File: config.mk
export PLATFORM = sky130hd
export DESIGN_NAME = dlb_modmul
export DESIGN_NICKNAME = d
export VERILOG_FILES = /design/src/hw/rtl/dlb_pkg.sv /design/src/hw/rtl/dlb_modmul.sv
export SDC_FILE = /design/constraint.sdc
export NUM_CORES = 1
export LEC_CHECK = 0
export BUFFER_PORTS_ARGS = -buffer_cell sky130_fd_sc_hd__buf_2
export CORE_MARGIN = 1.5
export CORE_UTILIZATION = 30
export DETAILED_ROUTE_END_ITERATION = 6
export HOLD_SLACK_MARGIN = 0.06
export SETUP_SLACK_MARGIN = 0.5
export SLEW_MARGIN = 40
export SYNTH_ARGS = -nofsm -noshare
export SYNTH_HDL_FRONTEND = slang
export SYNTH_SLANG_ARGS = --single-unit
File: constraint.sdc
create_clock -name clk_i -period 5.4 [get_ports clk_i]
set_input_delay 1.62 -clock clk_i [delete_from_list [all_inputs] [get_ports clk_i]]
set_output_delay 1.62 -clock clk_i [all_outputs]
set_load 0.01 [all_outputs]
File: src/hw/rtl/dlb_pkg.sv
`timescale 1ns / 1ps
package dlb_pkg;

  localparam int unsigned WORD_W   = 32;
  localparam int unsigned STEP_W   = 17;
  localparam int unsigned EPOCH_W  = 8;
  localparam logic [STEP_W-1:0] SEARCH_HI = 17'd65536;
  localparam logic [WORD_W-1:0] HASH_MULT = 32'd2654435761;

  typedef enum logic [4:0] {
    ST_CLEAR,
    ST_IDLE,
    ST_REDB,
    ST_REDY,
    ST_SRCH,
    ST_EPOCH,
    ST_HPROD,
    ST_HASH,
    ST_RD,
    ST_CHK,
    ST_BMUL,
    ST_PWCHK,
    ST_PWMUL,
    ST_PWSQ,
    ST_GMUL,
    ST_EXP,
    ST_OUT
  } dlb_state_e;

endpackage

File: src/hw/rtl/dlb_modmul.sv
`timescale 1ns / 1ps
module dlb_modmul (
  input  logic                       clk_i,
  input  logic                       rst_ni,
  input  logic                       go_i,
  input  logic [dlb_pkg::WORD_W-1:0] a_i,
  input  logic [dlb_pkg::WORD_W-1:0] b_i,
  input  logic [dlb_pkg::WORD_W-1:0] m_i,
  output logic                       done_o,
  output logic [dlb_pkg::WORD_W-1:0] res_o
);
  import dlb_pkg::*;

  logic                act_q, act_d;
  logic                done_q, done_d;
  logic [4:0]          cnt_q, cnt_d;
  logic [WORD_W-1:0]   a_q, a_d, b_q, b_d, m_q, m_d, r_q, r_d;
  logic [WORD_W+1:0]   t, m1, m2;

  // one multiplier bit per cycle, MSB first; a < m keeps t below 3m
  always_comb begin
    act_d  = act_q;
    done_d = 1'b0;
    cnt_d  = cnt_q;
    a_d    = a_q;
    b_d    = b_q;
    m_d    = m_q;
    r_d    = r_q;
    m1     = {2'b00, m_q};
    m2     = {1'b0, m_q, 1'b0};
    t      = {1'b0, r_q, 1'b0} + (b_q[WORD_W-1] ? {2'b00, a_q} : '0);
    if (go_i) begin
      act_d = 1'b1;
      cnt_d = 5'd31;
      a_d   = a_i;
      b_d   = b_i;
      m_d   = m_i;
      r_d   = '0;
    end else if (act_q) begin
      if (t >= m2) begin
        r_d = WORD_W'(t - m2);
      end else if (t >= m1) begin
        r_d = WORD_W'(t - m1);
      end else begin
        r_d = WORD_W'(t);
      end
      b_d   = {b_q[WORD_W-2:0], 1'b0};
      cnt_d = cnt_q - 5'd1;
      if (cnt_q == 5'd0) begin
        act_d  = 1'b0;
        done_d = 1'b1;
      end
    end
  end

  always_ff @(posedge clk_i or negedge rst_ni) begin
    if (!rst_ni) begin
      act_q  <= 1'b0;
      done_q <= 1'b0;
      cnt_q  <= '0;
    end else begin
      act_q  <= act_d;
      done_q <= done_d;
      cnt_q  <= cnt_d;
    end
  end

  always_ff @(posedge clk_i) begin
    a_q <= a_d;
    b_q <= b_d;
    m_q <= m_d;
    r_q <= r_d;
  end

  assign done_o = done_q;
  assign res_o  = r_q;

endmodule

* Word-level counts from Yosys, hierarchy flattened
Cells that the tools add are included.
** Storage, ports and cells
- Flip-flop bits (word level) :: 135
- Output and inout port bits :: 33
- Word-level logic and storage cells :: 28
** Cells by class
- Add/sub/neg operators :: 4
- Order comparisons :: 2
- Muxes and demuxes :: 13
- Reduce and logical (&&, ||, !) cells :: 2
** Operator list (count)
- $mux W32 :: 5
- $sub A32 B32 Y32 :: 2
- $add A33 B32 Y34 :: 1
- $ge A34 B32 Y1 :: 1
- $ge A34 B33 Y1 :: 1
- $mux W5 :: 2
- $mux W1 :: 6
- $logic_not A5 Y1 :: 1
- $sub A5 B1 Y5 const B :: 1
- $reduce_bool A2 Y1 :: 1

* Longest topological paths before layout
- Depth after elaboration :: 5
- Depth in mapped cells :: 26
- Depth with buffers taken out :: 23

* Worst setup path after synthesis
Ideal clock, no wire load.
- Path kind :: register to register
- Start :: register b_q[31]
- End :: register r_q[20], in the netlist res_o[20]
- Setup time :: 78 ps
- Arrival :: 5047 ps
- Setup slack :: 275 ps
- Stages on the path, launching flop included :: 24
- Buffers on the path :: 3
- Cell sequence :: edfxtp_1 > clkbuf_1 > nand2_1 > inv_1 > ha_1 > a211oi_1 > o21ai_1 > o211ai_1 > nand2_1 > a21boi_0 > o21ai_0 > a31oi_1 > xnor2_1 > ha_1 > and3_1 > nand3_1 > or4_1 > o2111ai_1 > a311o_1 > buf_2 > buf_2 > nand2_1 > o221a_2 > nor3_1
** Between the ends
- Word-level cells in the longest chain between the ends :: 5
- Elaborated cells between the ends (all ways) :: 8
** RTL lines
- from (decl) :: RTL line dlb_modmul.sv:17 : logic [WORD_W-1:0] a_q, a_d, b_q, b_d, m_q, m_d, r_q, r_d;
- from (signal assigned) :: RTL line dlb_modmul.sv:70 : b_q <= b_d;
- $mux W32 (*) :: RTL line dlb_modmul.sv:31 : t = {1'b0, r_q, 1'b0} + (b_q[WORD_W-1] ? {2'b00, a_q} : '0);
- $add A33 B32 Y34 (*) :: RTL line dlb_modmul.sv:31
- $sub A32 B32 Y32 / $ge A34 B32 Y1 (equally long branches) :: RTL line dlb_modmul.sv:43, dlb_modmul.sv:42
- $mux W32 :: RTL line dlb_modmul.sv:42 : end else if (t >= m1) begin
- $mux W32 (*) :: RTL line dlb_modmul.sv:40 : if (t >= m2) begin
- to (signal assigned) :: RTL line dlb_modmul.sv:72 : r_q <= r_d;
- to (decl) :: RTL line dlb_modmul.sv:17
Every way passes the cells marked *; elsewhere a longest branch is shown, timed or not.
A chain may end at the register's enable or synchronous reset.

* Worst setup path in the final report
- Start :: register b_q[31]
- End :: register r_q[21], in the netlist res_o[21]
The elaborated chain is that of the path after synthesis.

==> impl_metrics.toml <==
[global_routing]
met1_usage = 0.248
grt-busiest-layer = "met2"
antenna_found_initial = 3
grt_pass1_vias = 9804
grt_usage = 0.196
grt_use_met2 = 0.322
grt_overflow = 0
grt_max_degree = 57
met3_usage = 0.0454
grt_pass1_wl_microns = 53600

[drt]
wirelength_microns = 34700
drt_first_pass_iters = 6
drtIter0Drc = 661
drc = 0
ant_nets = 0
vias = 9739
avgRoutedWirePerCell_microns = 18.4
vias_per_cell = 5.16

[die]
core_sq_mm = 0.0336
initial_core_util = 0.306
fp.dieArea_sq_mm = 0.0354
fp.dieW_microns = 188
die_h_microns = 188
io_pins = 132
num_rows = 67

[sta]
fin_skew_ps = 15.6
max_slew_margin = 0.495
slew_viol_final = 0
worst_pin_slew_ps = 757
rsz0062_at_grt = "true"
final.setup.worst_slack_ps = 75.9
hold_viol = 0
fmax_mhz = 188
fin_crit_sh = 0.986
fin_hold_ws_ps = 528
finalSetupViolCount = 0
layout_min_cycle_time_ps = 5320

[synthesis]
synthCells = 1075
synth-edff-count = 96
synthesis.nets = 1274
synth_ff_type = "edfxtp_1"
ys_warn_count = 0
synth-seq-cells = 135
netlist_area_sq_mm = 0.0103
ys_types = 79
async_flop_share = 0.0519
seq_area_frac_synth = 0.359
syn_area_per_cell_sq_um = 9.57

[clock_tree]
ctsHoldBuffers = 0
cts_tree = "built"
cts_inserted_buffers = 17
clock-sinks = 135
cts_max_path_buffers = 2
clock_latency_ps = 460
cts_max_level = 4
cts_root_buffer = "clkbuf_16"
clk_pin_slew_worst_paths_ps = 60

[setup_path]
cp.arrival_ps = 5660
start_kind = "flip-flop"
crit_path_end_kind = "flip-flop"
reg2reg_slack_ps = 80
cp.required_ps = 5740
critPathKind = "reg2reg"
critical_path.max_fanout = 6

[placement]
gp_congestion = 0.934
portBuffers = 131
hpwl_microns = 25700
place_ws_ps = -227

[layout]
nets = 1624
fillers = 3224
multi_input_area_sq_mm = 0.00706
syn_to_final_growth_pct = 44.7
drive_gt1_frac = 0.416
regArea_sq_mm = 0.00370

[hold_path]
hp-class = "reg2reg"

[power_and_ir_drop]
power.density_mw_per_mm2 = 673
ir_drop_mv = 0.395
p_leak_nw = 6.66

[job]
cap_violations = 0

[outcome]
outcome = "complete, no violations"
placed cells by master, fill, tap and decap left out, types with 34 or more instances in the layout:
| cell type | n |
|---|---|
| buf_4 | 198 |
| buf_2 | 130 |
| nand2_1 | 55 |
| edfxtp_1 | 96 |
| inv_1 | 69 |
| a21oi_1 | 88 |
| mux2_2 | 34 |
| a21o_1 | 39 |
| xnor2_1 | 45 |
| nor2_1 | 52 |
| ha_1 | 78 |
cells by family after synthesis:
| logic type | after synthesis | share of synthesized area |
|---|---|---|
| AND/OR/NAND/NOR | 257 | 0.130 |
| flip-flops | 135 | 0.359 |
| XOR/XNOR | 86 | 0.0739 |
| multiplexers | 51 | 0.0539 |
| adder cells (fa/ha/maj) | 100 | 0.124 |
| buffers and inverters | 104 | 0.0400 |
| AO/OA/AOI/OAI | 342 | 0.219 |
what timing repair did:
action / CTS / global route
endpoints found under the setup margin: 32 / 32
gates resized for setup: 132 / 79
pin swaps: 57 / 51
gates cloned: 3 / 0
hold endpoints to repair: 0 / 0
setup buffers: 36 / 23
power by group:
part / internal (mW) / switching (mW) / total (mW)
registers: 1.29 / 0.147 / 1.44
logic: 3.65 / 3.67 / 7.32
clock network: 0.748 / 0.524 / 1.27
sequential cells by signal, indices dropped and copies added, names as in the netlist:
register	cells
res_o	32
b_q	32
m_q	32
a_q	32
done_o	1
cnt_q	5
act_q	1
critical path: stages (launching register included):
cell	delay, ps
edfxtp_1	420
buf_6	150
nand2_2	70
inv_1	40
ha_1	300
a211oi_2	290
o21ai_2	100
o211ai_1	430
nand2_2	200
a21boi_4	270
o21ai_2	110
a31oi_1	210
xnor2_1	200
ha_1	300
and3_4	180
nand3_4	100
buf_6	100
buf_6	70
a311o_1	250
o2111ai_4	160
a311o_1	390
buf_6	150
buf_12	140
nand2_8	90
buf_12	140
inv_6	30
a221o_1	300
cell type report:
type	count	share of cell area
timing repair buffer	364	0.179
multi-input combinational	836	0.474
clock buffer	17	0.0286
antenna	1	0.000168
inverter	71	0.0182
sequential	135	0.248
clock inverter	15	0.0140
tap	448	0.0376
per-stage QoR:
step                instances  cell area, sq um   util  TNS [ps]  power [mW]
finish                   1887             14900  0.443         0        10.0
global route             1886             14900  0.443      -630        10.7
CTS                      1863             14300  0.426         0        9.35
detailed placement       1792             12700  0.379     -3890        7.21
global placement         1792             12700  0.379     -2810        7.15
floorplan                1075             10300      -         0        5.05
per-layer routing:
metal  share of wire  vias to the layer above
met1            0.44                     4664
met5               0                        -
met3           0.056                       64
met4           0.032                        0
met2            0.47                      293
li1                -                     4718
synthesized netlist by cell type, types with 8 or more instances:
library cell	n	share of area
inv_1	71	0.026
mux2_2	35	0.038
nand2_1	64	0.023
mux2i_1	16	0.016
o21ai_0	51	0.025
edfxtp_1	96	0.28
and3_1	10	0.0061
o211ai_1	9	0.0066
nor2_1	58	0.021
buf_2	8	0.0039
o21bai_1	9	0.0066
nand2b_1	16	0.0097
a21oi_1	116	0.056
a21o_1	39	0.028
nand4_1	9	0.0055
xor2_1	35	0.030
o221ai_1	11	0.0094
and2_1	32	0.019
clkbuf_1	21	0.0077
dfxtp_1	32	0.062
nand3_1	17	0.0083
a31oi_1	9	0.0055
nor3_1	13	0.0063
a211oi_1	13	0.0095
ha_1	97	0.12
or2_2	9	0.0055
o21a_1	10	0.0073
xnor2_1	50	0.043
o22ai_1	9	0.0055
final timing paths:
path	depth (start not counted)	start	end
max	26	b_q[31]	res_o[21]
min	2	res_o[20]	res_o[20]
max reg2reg	26	b_q[31]	res_o[21]
min reg2reg	2	res_o[20]	res_o[20]
max in group asynchronous	1	rst_ni	cnt_q[3]
min in group asynchronous	1	rst_ni	cnt_q[1]
Note: power is estimated with default switching activity, not from simulation.
